### src/rtl/coapp_pkg.sv
`timescale 1ns / 1ps
package coapp_pkg;

  localparam int unsigned MaxMessageBytes = 1024;
  localparam int unsigned PayloadCapInt =
      ((MaxMessageBytes - 5) < 1023) ? (MaxMessageBytes - 5) : 1023;
  localparam logic [9:0] PayloadCap = 10'(PayloadCapInt);
  localparam int unsigned QueueDepth = 2;

  typedef enum logic [2:0] {
    PH_HEADER  = 3'd0,
    PH_TOKEN   = 3'd1,
    PH_OPTS    = 3'd2,
    PH_DEXT    = 3'd3,
    PH_LEXT    = 3'd4,
    PH_VALUE   = 3'd5,
    PH_PAYLOAD = 3'd6,
    PH_IGNORE  = 3'd7
  } phase_e;

  typedef enum logic [2:0] {
    KIND_HEADER  = 3'd0,
    KIND_TOKEN   = 3'd1,
    KIND_OPTHEAD = 3'd2,
    KIND_OPTEXT  = 3'd3,
    KIND_OPTVAL  = 3'd4,
    KIND_MARKER  = 3'd5,
    KIND_PAYLOAD = 3'd6,
    KIND_IGNORED = 3'd7
  } kind_e;

  typedef enum logic [2:0] {
    ST_OK       = 3'd0,
    ST_VERSION  = 3'd1,
    ST_NIBBLE15 = 3'd2,
    ST_EARLY    = 3'd3,
    ST_OVERFLOW = 3'd4
  } status_e;

  typedef struct packed {
    logic [7:0] rx_byte;
    logic       last_byte;
    logic       truncated_frame;
  } in_t;

  typedef struct packed {
    logic [2:0]  byte_kind;
    logic [7:0]  data_byte;
    logic        option_start;
    logic [15:0] option_number;
    logic [16:0] option_length;
    logic [1:0]  message_type;
    logic [7:0]  message_code;
    logic [15:0] message_id;
    logic [3:0]  token_length;
    logic [9:0]  payload_length;
    logic        done_res;
    logic [2:0]  status;
  } out_t;

  typedef struct packed {
    logic [7:0] data;
    logic       last;
    logic       trunc;
    logic       ver_ok;
    logic       marker;
    logic       nib15;
    logic [3:0] hi;
    logic [3:0] lo;
  } dec_t;

endpackage

### src/rtl/coapp_front.sv
`timescale 1ns / 1ps
module coapp_front import coapp_pkg::*; (
  input  logic       clk_i,
  input  logic       rst_ni,
  input  logic       cfg_we_i,
  input  logic [1:0] cfg_wdata_i,
  input  in_t        in_data_i,
  output dec_t       dec_o
);

  logic [1:0] version_q;

  always_ff @(posedge clk_i or negedge rst_ni) begin
    if (!rst_ni) begin
      version_q <= 2'd1;
    end else if (cfg_we_i) begin
      version_q <= cfg_wdata_i;
    end
  end

  always_comb begin
    dec_o.data   = in_data_i.rx_byte;
    dec_o.last   = in_data_i.last_byte;
    dec_o.trunc  = in_data_i.truncated_frame;
    dec_o.ver_ok = (in_data_i.rx_byte[7:6] == version_q);
    dec_o.marker = (in_data_i.rx_byte == 8'hff);
    dec_o.hi     = in_data_i.rx_byte[7:4];
    dec_o.lo     = in_data_i.rx_byte[3:0];
    dec_o.nib15  = (in_data_i.rx_byte[7:4] == 4'hf) || (in_data_i.rx_byte[3:0] == 4'hf);
  end

endmodule

### src/rtl/coapp_queue.sv
`timescale 1ns / 1ps
module coapp_queue import coapp_pkg::*; (
  input  logic clk_i,
  input  logic rst_ni,
  input  logic push_i,
  input  dec_t push_data_i,
  output logic full_o,
  input  logic pop_i,
  output logic valid_o,
  output dec_t pop_data_o
);

  localparam int unsigned PtrW = (QueueDepth > 1) ? $clog2(QueueDepth) : 1;
  localparam int unsigned CntW = $clog2(QueueDepth + 1);

  dec_t            mem_q [QueueDepth];
  logic [PtrW-1:0] wr_ptr_q, rd_ptr_q;
  logic [CntW-1:0] cnt_q;
  logic            do_push, do_pop;

  assign full_o     = (cnt_q == CntW'(QueueDepth));
  assign valid_o    = (cnt_q != '0);
  assign pop_data_o = mem_q[rd_ptr_q];
  assign do_push    = push_i && !full_o;
  assign do_pop     = pop_i && valid_o;

  always_ff @(posedge clk_i) begin
    if (do_push) begin
      mem_q[wr_ptr_q] <= push_data_i;
    end
  end

  always_ff @(posedge clk_i or negedge rst_ni) begin
    if (!rst_ni) begin
      wr_ptr_q <= '0;
      rd_ptr_q <= '0;
      cnt_q    <= '0;
    end else begin
      if (do_push) begin
        wr_ptr_q <= (wr_ptr_q == PtrW'(QueueDepth - 1)) ? '0 : wr_ptr_q + 1'b1;
      end
      if (do_pop) begin
        rd_ptr_q <= (rd_ptr_q == PtrW'(QueueDepth - 1)) ? '0 : rd_ptr_q + 1'b1;
      end
      if (do_push && !do_pop) begin
        cnt_q <= cnt_q + 1'b1;
      end else if (do_pop && !do_push) begin
        cnt_q <= cnt_q - 1'b1;
      end
    end
  end

endmodule

### src/rtl/coapp_back.sv
`timescale 1ns / 1ps
module coapp_back import coapp_pkg::*; (
  input  logic clk_i,
  input  logic rst_ni,
  input  logic valid_i,
  input  dec_t dec_i,
  output logic pop_o,
  output logic out_valid_o,
  input  logic out_ready_i,
  output out_t out_data_o
);

  typedef struct packed {
    phase_e      phase;
    logic [1:0]  pos;
    logic [16:0] rem;
    logic [15:0] run;
    logic [3:0]  dn;
    logic [3:0]  ln;
    logic [15:0] acc;
    logic [16:0] pend;
    logic [9:0]  pc;
    logic [1:0]  mtype;
    logic [3:0]  tkl;
    logic [7:0]  code;
    logic [15:0] id;
    status_e     err;
    logic        trunc;
  } state_t;

  state_t      st_q, st_d;
  out_t        out_q, res;
  logic        out_valid_q;
  logic        take;
  logic        fin, ad, ad_ext;
  logic [16:0] fin_pend, fin_len, ad_pend, rem_dec;
  logic [15:0] acc_new;
  logic [17:0] sum;
  status_e     stat;

  assign take        = valid_i && (!out_valid_q || out_ready_i);
  assign pop_o       = take;
  assign out_valid_o = out_valid_q;
  assign out_data_o  = out_q;

  always_comb begin
    st_d     = st_q;
    res      = '0;
    fin      = 1'b0;
    fin_pend = '0;
    fin_len  = '0;
    ad       = 1'b0;
    ad_pend  = '0;
    ad_ext   = 1'b0;
    sum      = '0;
    stat     = ST_OK;
    acc_new  = {st_q.acc[7:0], dec_i.data};
    rem_dec  = (st_q.rem != '0) ? st_q.rem - 17'd1 : '0;
    res.byte_kind = KIND_IGNORED;
    res.data_byte = dec_i.data;

    unique case (st_q.phase)
      PH_HEADER: begin
        res.byte_kind = KIND_HEADER;
        unique case (st_q.pos)
          2'd0: begin
            st_d       = '0;
            st_d.trunc = dec_i.trunc;
            st_d.pos   = 2'd1;
            if (!dec_i.ver_ok) begin
              st_d.err   = ST_VERSION;
              st_d.phase = PH_IGNORE;
            end else begin
              st_d.mtype = dec_i.data[5:4];
              st_d.tkl   = dec_i.data[3:0];
            end
          end
          2'd1: begin
            st_d.code = dec_i.data;
            st_d.pos  = 2'd2;
          end
          2'd2: begin
            st_d.id[15:8] = dec_i.data;
            st_d.pos      = 2'd3;
          end
          default: begin
            st_d.id[7:0] = dec_i.data;
            st_d.pos     = 2'd0;
            if (st_q.tkl != '0) begin
              st_d.rem   = 17'(st_q.tkl);
              st_d.phase = PH_TOKEN;
            end else begin
              st_d.phase = st_q.trunc ? PH_IGNORE : PH_OPTS;
            end
          end
        endcase
      end
      PH_TOKEN: begin
        res.byte_kind = KIND_TOKEN;
        st_d.rem = rem_dec;
        if (rem_dec == '0) begin
          st_d.phase = st_q.trunc ? PH_IGNORE : PH_OPTS;
        end
      end
      PH_OPTS: begin
        if (dec_i.marker) begin
          res.byte_kind = KIND_MARKER;
          st_d.phase    = PH_PAYLOAD;
        end else begin
          res.byte_kind = KIND_OPTHEAD;
          st_d.dn = dec_i.hi;
          st_d.ln = dec_i.lo;
          if (dec_i.nib15) begin
            st_d.err   = ST_NIBBLE15;
            st_d.phase = PH_IGNORE;
          end else if (dec_i.hi >= 4'd13) begin
            st_d.acc   = '0;
            st_d.rem   = 17'(dec_i.hi) - 17'd12;
            st_d.phase = PH_DEXT;
          end else begin
            st_d.pend = 17'(dec_i.hi);
            ad        = 1'b1;
            ad_pend   = 17'(dec_i.hi);
          end
        end
      end
      PH_DEXT: begin
        res.byte_kind = KIND_OPTEXT;
        st_d.acc = acc_new;
        st_d.rem = rem_dec;
        if (rem_dec == '0) begin
          ad_pend   = 17'(acc_new) + ((st_q.dn == 4'd13) ? 17'd13 : 17'd269);
          st_d.pend = ad_pend;
          ad        = 1'b1;
          ad_ext    = 1'b1;
        end
      end
      PH_LEXT: begin
        res.byte_kind = KIND_OPTEXT;
        st_d.acc = acc_new;
        st_d.rem = rem_dec;
        if (rem_dec == '0) begin
          fin      = 1'b1;
          fin_pend = st_q.pend;
          fin_len  = 17'(acc_new) + ((st_q.ln == 4'd13) ? 17'd13 : 17'd269);
        end
      end
      PH_VALUE: begin
        res.byte_kind = KIND_OPTVAL;
        st_d.rem = rem_dec;
        if (rem_dec == '0) begin
          st_d.phase = PH_OPTS;
        end
      end
      PH_PAYLOAD: begin
        res.byte_kind = KIND_PAYLOAD;
        if (st_q.pc < PayloadCap) begin
          st_d.pc = st_q.pc + 10'd1;
        end
      end
      default: begin
        res.byte_kind = KIND_IGNORED;
      end
    endcase

    if (ad) begin
      if ((ad_ext ? st_q.ln : dec_i.lo) >= 4'd13) begin
        st_d.acc   = '0;
        st_d.rem   = 17'(ad_ext ? st_q.ln : dec_i.lo) - 17'd12;
        st_d.phase = PH_LEXT;
      end else begin
        fin      = 1'b1;
        fin_pend = ad_pend;
        fin_len  = 17'(ad_ext ? st_q.ln : dec_i.lo);
      end
    end

    if (fin) begin
      sum = 18'(st_q.run) + 18'(fin_pend);
      if (sum[17:16] != 2'd0) begin
        st_d.err   = ST_OVERFLOW;
        st_d.phase = PH_IGNORE;
      end else begin
        st_d.run          = sum[15:0];
        res.option_start  = 1'b1;
        res.option_number = sum[15:0];
        res.option_length = fin_len;
        if (fin_len != '0) begin
          st_d.rem   = fin_len;
          st_d.phase = PH_VALUE;
        end else begin
          st_d.phase = PH_OPTS;
        end
      end
    end

    if (dec_i.last) begin
      stat = st_d.err;
      if (stat == ST_OK && (st_d.phase == PH_HEADER || st_d.phase == PH_TOKEN ||
          st_d.phase == PH_DEXT || st_d.phase == PH_LEXT || st_d.phase == PH_VALUE)) begin
        stat = ST_EARLY;
      end
      res.status         = stat;
      res.done_res       = 1'b1;
      res.payload_length = (stat == ST_OK && st_d.phase == PH_PAYLOAD) ? st_d.pc : '0;
      res.message_type   = st_d.mtype;
      res.message_code   = st_d.code;
      res.message_id     = st_d.id;
      res.token_length   = st_d.tkl;
      st_d = '0;
    end
  end

  always_ff @(posedge clk_i or negedge rst_ni) begin
    if (!rst_ni) begin
      st_q        <= '0;
      out_valid_q <= 1'b0;
    end else begin
      if (take) begin
        st_q <= st_d;
      end
      if (take) begin
        out_valid_q <= 1'b1;
      end else if (out_ready_i) begin
        out_valid_q <= 1'b0;
      end
    end
  end

  always_ff @(posedge clk_i) begin
    if (take) begin
      out_q <= res;
    end
  end

endmodule

### src/rtl/coap_message_byte_parser.sv
`timescale 1ns / 1ps
// CoAP datagram byte parser. Each accepted input beat carries one datagram byte
// and yields exactly one result beat classifying it; the beat with last_byte set
// also reports status, header fields and payload length. Sustained rate is one
// byte per clock unless the output stalls, set by the back-end state update; a
// result waits in the queue, then in the output register. A two-entry queue
// between decoder and parser absorbs output stalls. The version register resets
// to 1; the user writes it through cfg_we_i while the block is idle (unenforced).
module coap_message_byte_parser import coapp_pkg::*; (
  input  logic       clk_i,
  input  logic       rst_ni,
  input  logic       in_valid_i,
  output logic       in_ready_o,
  input  in_t        in_data_i,
  output logic       out_valid_o,
  input  logic       out_ready_i,
  output out_t       out_data_o,
  input  logic       cfg_we_i,
  input  logic [1:0] cfg_wdata_i
);

  dec_t dec, q_data;
  logic q_full, q_valid, q_pop;

  coapp_front u_front (
    .clk_i       (clk_i),
    .rst_ni      (rst_ni),
    .cfg_we_i    (cfg_we_i),
    .cfg_wdata_i (cfg_wdata_i),
    .in_data_i   (in_data_i),
    .dec_o       (dec)
  );

  assign in_ready_o = !q_full;

  coapp_queue u_queue (
    .clk_i       (clk_i),
    .rst_ni      (rst_ni),
    .push_i      (in_valid_i),
    .push_data_i (dec),
    .full_o      (q_full),
    .pop_i       (q_pop),
    .valid_o     (q_valid),
    .pop_data_o  (q_data)
  );

  coapp_back u_back (
    .clk_i       (clk_i),
    .rst_ni      (rst_ni),
    .valid_i     (q_valid),
    .dec_i       (q_data),
    .pop_o       (q_pop),
    .out_valid_o (out_valid_o),
    .out_ready_i (out_ready_i),
    .out_data_o  (out_data_o)
  );

endmodule

### config.mk
export PLATFORM = sky130hd
export DESIGN_NAME = coap_message_byte_parser
export DESIGN_NICKNAME = d
export VERILOG_FILES = /design/src/rtl/coapp_pkg.sv /design/src/rtl/coapp_front.sv /design/src/rtl/coapp_queue.sv /design/src/rtl/coapp_back.sv /design/src/rtl/coap_message_byte_parser.sv
export SDC_FILE = /design/constraint.sdc
export NUM_CORES = 1
export LEC_CHECK = 0
export ABC_AREA = 1
export BUFFER_PORTS_ARGS = -buffer_cell sky130_fd_sc_hd__buf_2
export CAP_MARGIN = 20
export CORE_UTILIZATION = 50
export CTS_BUF_LIST = sky130_fd_sc_hd__clkbuf_8 sky130_fd_sc_hd__clkbuf_16
export CTS_CLUSTER_DIAMETER = 60
export DETAILED_ROUTE_END_ITERATION = 7
export GPL_TIMING_DRIVEN = 0
export PLACE_DENSITY = 0.78
export SYNTH_ARGS = -nofsm -noshare
export SYNTH_HDL_FRONTEND = slang
export SYNTH_SLANG_ARGS = --single-unit
### constraint.sdc
create_clock -name clk_i -period 11.3 [get_ports clk_i]
set_input_delay 2.26 -clock clk_i [delete_from_list [all_inputs] [get_ports clk_i]]
set_output_delay 2.26 -clock clk_i [all_outputs]
set_load 0.03 [all_outputs]
Word level (Yosys, flattened, before mapping)
Memories as Yosys holds them, arrays and structs flattened.
Cells that the tools add are included.
{ "op_classes": {"n_addsub": 11, "order_cmp": 3, "eq_ne": 25, "muxes": 97, "bitwise_logic": 1, "reduce_logical": 43} }
{ "ops": {"columns": ["cell", "count"], "rows": [
  ["17-bit two-way mux", 21],
  ["123-bit two-way mux", 1],
  ["17-bit one-hot mux with 3 select lines", 2],
  ["33-bit two-way mux", 3],
  ["73-bit two-way mux", 1],
  ["17-bit one-hot mux with 2 select lines", 2],
  ["16-bit two-way mux", 4],
  ["8-bit one-hot mux with 2 select lines", 4],
  ["3-bit two-way mux", 20],
  ["16-bit one-hot mux with 3 select lines", 1],
  ["41-bit two-way mux", 1],
  ["16-bit by 17-bit adder with 17-bit output", 2],
  ["34-bit two-way mux", 1],
  ["17-bit nonzero test", 2],
  ["30-bit two-way mux", 1],
  ["4-bit two-way mux", 5],
  ["10-bit one-hot mux with 2 select lines", 1],
  ["16-bit by 17-bit adder with 18-bit output", 1],
  ["3-bit equality test, second input constant", 6],
  ["9-bit two-way mux", 2],
  ["3-bit one-hot mux with 6 select lines", 1],
  ["17-bit zero test", 1],
  ["17-bit by 1-bit subtractor with 17-bit output, second input constant", 1],
  ["17-bit by 4-bit subtractor with 17-bit output, second input constant", 1],
  ["other kinds (39)", 95]
]} }
{ "word_totals": {"register_bits": 219, "ram_bits": 42, "in_bits": 17, "out_inout_bits": 91, "elab_cells": 213, "memories": 1} }
{ "memory_table": {"columns": ["name", "depth", "word_bits", "read_ports", "rd_ports_with_merged_regs", "write_ports", "line_no", "source"], "rows": [
  ["u_queue.mem_q", 2, 21, 1, 0, 1, "coapp_queue.sv:16", "dec_t mem_q [QueueDepth];"]
]} }

Depth between registers and ports, before layout
{ "logic_depth": {"ltp_word": 24, "ltp_mapped": 46, "depth_no_buf": 44} }

By module
Synthesis repeated with hierarchy kept, for this count alone.
{ "hier_totals": {"cells_unflattened": 1621, "area_unflattened_um2": 13858.3} }
{ "by_module_without_submodules": {"columns": ["mod", "instances", "cells_each", "area_per_inst_um2", "seq_area_each_um2"], "rows": [
  ["coapp_back", 1, 1432, 11806.3, 5575.3],
  ["coapp_queue", 1, 141, 1752.9, 1361.3],
  ["coapp_front", 1, 47, 295.3, 51.3],
  ["coap_message_byte_parser", 1, 1, 3.8, 0.0]
]} }

Worst setup path before layout
Ideal clock, no wire load.
{ "synth_path": {"path_type": "input -> register", "from": "in out_ready_i", "to": "reg u_back.out_q, in the netlist u_back.out_data_o[0] (enable)", "setup_ns": 0.489, "t_arrival_ns": 5.361, "t_required_ns": 10.811, "path_slack_ns": 5.451, "path_stages": 3, "n_path_buf": 1, "cell_sequence": "nor2_1 -> a21oi_1 -> clkbuf_1"} }
{ "synth_between": {"elab_chain_cells": 2} }
{ "synth_rtl": {"columns": ["element", "line_no", "source"], "rows": [
  ["start: declaration", "coap_message_byte_parser.sv:16", "input logic out_ready_i,"],
  ["1-bit logical OR", "coapp_back.sv:41", "assign take = valid_i && (!out_valid_q || out_ready_i);"],
  ["1-bit logical AND", "coapp_back.sv:41", null],
  ["named net q_pop", "coap_message_byte_parser.sv:23", "logic q_full, q_valid, q_pop;"],
  ["end signal: assignment", "coapp_back.sv:232", "out_q <= res;"],
  ["end: declaration", "coapp_back.sv:32", "out_t out_q, res;"]
]} }
The timed path passes the listed nets, and every way through them passes these cells.
A chain may end at the register's enable or synchronous reset.

==> impl_metrics.env <==
export IMPL_status="finished, final reports clean"
export IMPL_ys_types=54
export IMPL_start_util=0.512
export IMPL_grt_pass1_wl_mm=58.7
export IMPL_cellLeakagePower_nw=6.41
export IMPL_route_detailed_drc=0
export IMPL_power_density_nw_per_um2=300
export IMPL_grt_overflow=0
export IMPL_first_pass_iters=6
export IMPL_slew_limit_headroom=0.304
export IMPL_portBuffers=107
export IMPL_netlist_area_um2=12900
export IMPL_synth_seq_area_share=0.503
export IMPL_drive_above_1_share=0.121
export IMPL_met3_length_mm=3.87
export IMPL_slew_violations=0
export IMPL_finalHoldViolations=0
export IMPL_ys_ff_latch=237
export IMPL_final_util=0.587
export IMPL_dp_slack_ns=4.29
export IMPL_placed_area_um2=13900
export IMPL_fin_total_pwr_mw=4.44
export IMPL_max_stage_delay_ns=0.64
export IMPL_period_needed_ns=7.30
export IMPL_rsz0062_at_grt="no"
export IMPL_area_growth_pct=14.6
export IMPL_min_path_type="reg -> reg"
export IMPL_fin_ws_ns=4.00
export IMPL_chipHeight_um=163
export IMPL_root_buffer="clkbuf_16"
export IMPL_ctsResizeCount=0
export IMPL_finalSetupViolCount=0
export IMPL_avgSynthCellArea_um2=8.45
export IMPL_antenna_cells=0
export IMPL_ys_flop_type="dfrtp_1"
export IMPL_grt_max_degree=95
export IMPL_clockBufferDepth=3
export IMPL_cp_required_ns=11.56
export IMPL_ir_worst_vdd_v=0.000173
export IMPL_row_count=58
export IMPL_cts_sinks=237
export IMPL_viasPerCell=5.80
export IMPL_grt_pass1_vias=11115
export IMPL_final_cells=2020
export IMPL_core_um2=25300
export IMPL_design_die_area_um2=26500
export IMPL_vias=11708
export IMPL_cp_arrival_ns=7.56
export IMPL_whs_ns=0.473
export IMPL_dr_max_layer_used="met4"
export IMPL_drt_met1_wl_mm=15.5
export IMPL_fin_crit_sh=0.646
export IMPL_tightest_slew_ns=1.04
export IMPL_place_hpwl_mm=28.0
export IMPL_clkTransAtPathRegs_ns=0.06
export IMPL_final_area_um2=14800
export IMPL_synth_edf_count=115
export IMPL_grtUsageTotal=0.285
export IMPL_syn_nets=1577
export IMPL_fmax_mhz=137
export IMPL_cp_slowest_cell="o21ai_1"
export IMPL_fillerInstances=2239
export IMPL_end_kind="flop"
export IMPL_final_nets=1718
export IMPL_syn_inst=1530
export IMPL_crit_top_cell="nand2_1"
export IMPL_antenna_left=0
export IMPL_cts_setup_buffers=0
export IMPL_clk_insertion_delay_late_ns=0.57
export IMPL_start_kind="flop"
export IMPL_die_x_um=163
export IMPL_place_gp_congestion=0.982
export IMPL_worstSetupPathType="reg -> reg"
export IMPL_wl_per_cell_um=18.7
export IMPL_fin_tns_setup_ns=0
export IMPL_io_pins=108
export IMPL_dp_cells=1969
export IMPL_finClkSkew_ns=0.0210
export IMPL_ys_warn_count=0
export IMPL_routed_wl_mm=37.8
export IMPL_numCtsBuffers=27
export IMPL_ctsHoldBuffers=0
export IMPL_antenna_found_initial=0
export IMPL_async_reset_ff_frac=0.515
export IMPL_path_max_fanout=10
export IMPL_htreeDepth=1
export IMPL_maxCapViolations=0
export IMPL_cts_tree="yes"
export IMPL_wl_met2_mm=17.0
export IMPL_drtIter0Drc=1474
[layout by cell type (no fill, tap or decap), types with 3 or more instances in the layout]
cell type | synthesis | routed
nand2_1 | 257 | 257
inv_1 | 230 | 239
nor2_1 | 187 | 187
dfrtp_1 | 121 | 121
o22ai_1 | 115 | 115
edfxtp_1 | 115 | 115
buf_2 | 6 | 112
o21ai_0 | 87 | 87
nand3_1 | 84 | 84
a21oi_1 | 55 | 55
clkbuf_1 | 36 | 35
ha_1 | 29 | 29
clkbuf_16 | 0 | 27
o21ai_1 | 23 | 23
nor3_1 | 20 | 20
xor2_1 | 20 | 20
a31oi_1 | 18 | 18
nand4_1 | 15 | 15
o32ai_1 | 10 | 10
nor2_2 | 9 | 9
a22oi_1 | 9 | 9
o211ai_1 | 8 | 8
buf_6 | 6 | 7
clkinv_1 | 5 | 7
xnor2_1 | 7 | 7
inv_2 | 6 | 6
buf_4 | 2 | 5
nor2_4 | 4 | 4
nand2_2 | 4 | 4
or2_2 | 4 | 4
o2111ai_1 | 4 | 4
clkinv_2 | 1 | 4
nor4_1 | 3 | 3
[logic make-up (layout without fill, tap and decap cells)]
logic type	Yosys count	after routing	share of synthesized area
xor+xnor	27	27	0.0183
fa+ha+maj	30	30	0.0296
flops	237	237	0.503
buf+inv	292	452	0.0895
compound gates	345	345	0.158
simple gates	596	596	0.199
mux	3	3	0.00252
[routing by layer]
| metal | global-route usage | up-vias |
|---|---|---|
| met1 | 0.400 | 5513 |
| met5 | 0 | - |
| met2 | 0.444 | 618 |
| met3 | 0.0479 | 99 |
| met4 | 0.106 | 0 |
| li1 | - | 5478 |
[state kept, by name, indices dropped and copies added (netlist names)]
name	count
u_back.acc_new	8
u_back.out_data_o	89
u_back.out_valid_o	1
u_back.st_q	107
u_front.version_q	2
u_queue.cnt_q	2
u_queue.mem_q	26
u_queue.rd_ptr_q	1
u_queue.wr_ptr_q	1
[area by class of cell]
class | instances | area (µm²) | area share
Clock buffer | 28 | 689 | 0.0465
Tap cell | 330 | 413 | 0.0279
Timing Repair Buffer | 112 | 619 | 0.0418
Multi-Input combinational cell | 1001 | 5260 | 0.355
Inverter | 242 | 910 | 0.0614
Buffer | 50 | 251 | 0.0170
Sequential cell | 237 | 6510 | 0.439
Clock inverter | 20 | 163 | 0.0110
[critical path: cells and delay by family (launching register included)]
family          cells  cell delay (ns)
flops               1             0.35
fa+ha+maj           2             0.71
buf+inv             8             1.41
simple gates       20             2.71
compound gates      7             1.78
[final timing paths]
kind                                        end  cells past startpoint  slack, ns              from
setup / recovery           u_back.out_data_o[0]                     37       4.00  u_queue.rd_ptr_q
hold / removal                 u_queue.cnt_q[0]                      1       0.47  u_queue.cnt_q[0]
setup reg to reg           u_back.out_data_o[0]                     37       4.00  u_queue.rd_ptr_q
hold reg to reg                u_queue.cnt_q[0]                      1       0.47  u_queue.cnt_q[0]
max in group asynchronous       u_back.st_q[55]                      2       8.93            rst_ni
min in group asynchronous      u_queue.cnt_q[1]                      1       1.56            rst_ni
[synthesized netlist by cell type, drive strengths merged, types with 4 or more instances]
| cell | n | area, µm² |
|---|---|---|
| nand2 | 261 | 990 |
| inv | 236 | 886 |
| nor2 | 201 | 823 |
| dfrtp | 121 | 3030 |
| edfxtp | 115 | 3450 |
| o22ai | 115 | 719 |
| o21ai | 111 | 559 |
| nand3 | 87 | 458 |
| a21oi | 56 | 284 |
| clkbuf | 36 | 135 |
| ha | 29 | 363 |
| nor3 | 20 | 100 |
| xor2 | 20 | 175 |
| a31oi | 18 | 113 |
| nand4 | 17 | 128 |
| buf | 14 | 113 |
| o32ai | 10 | 87.6 |
| a22oi | 9 | 67.6 |
| o211ai | 8 | 60.1 |
| xnor2 | 7 | 61.3 |
| clkinv | 6 | 23.8 |
| nor4 | 4 | 31.3 |
| o2111ai | 4 | 35.0 |
| or2 | 4 | 25.0 |
[power by group]
group	leakage, nW	switching (mW)	total (mW)	internal [mW]
sequential	2.83	0.0991	1.30	1.20
clock	0.454	0.362	0.850	0.488
combinational	3.12	1.70	2.29	0.586
total	6.41	2.16	4.44	2.27
No activity file was read; power rests on OpenSTA's default activity.
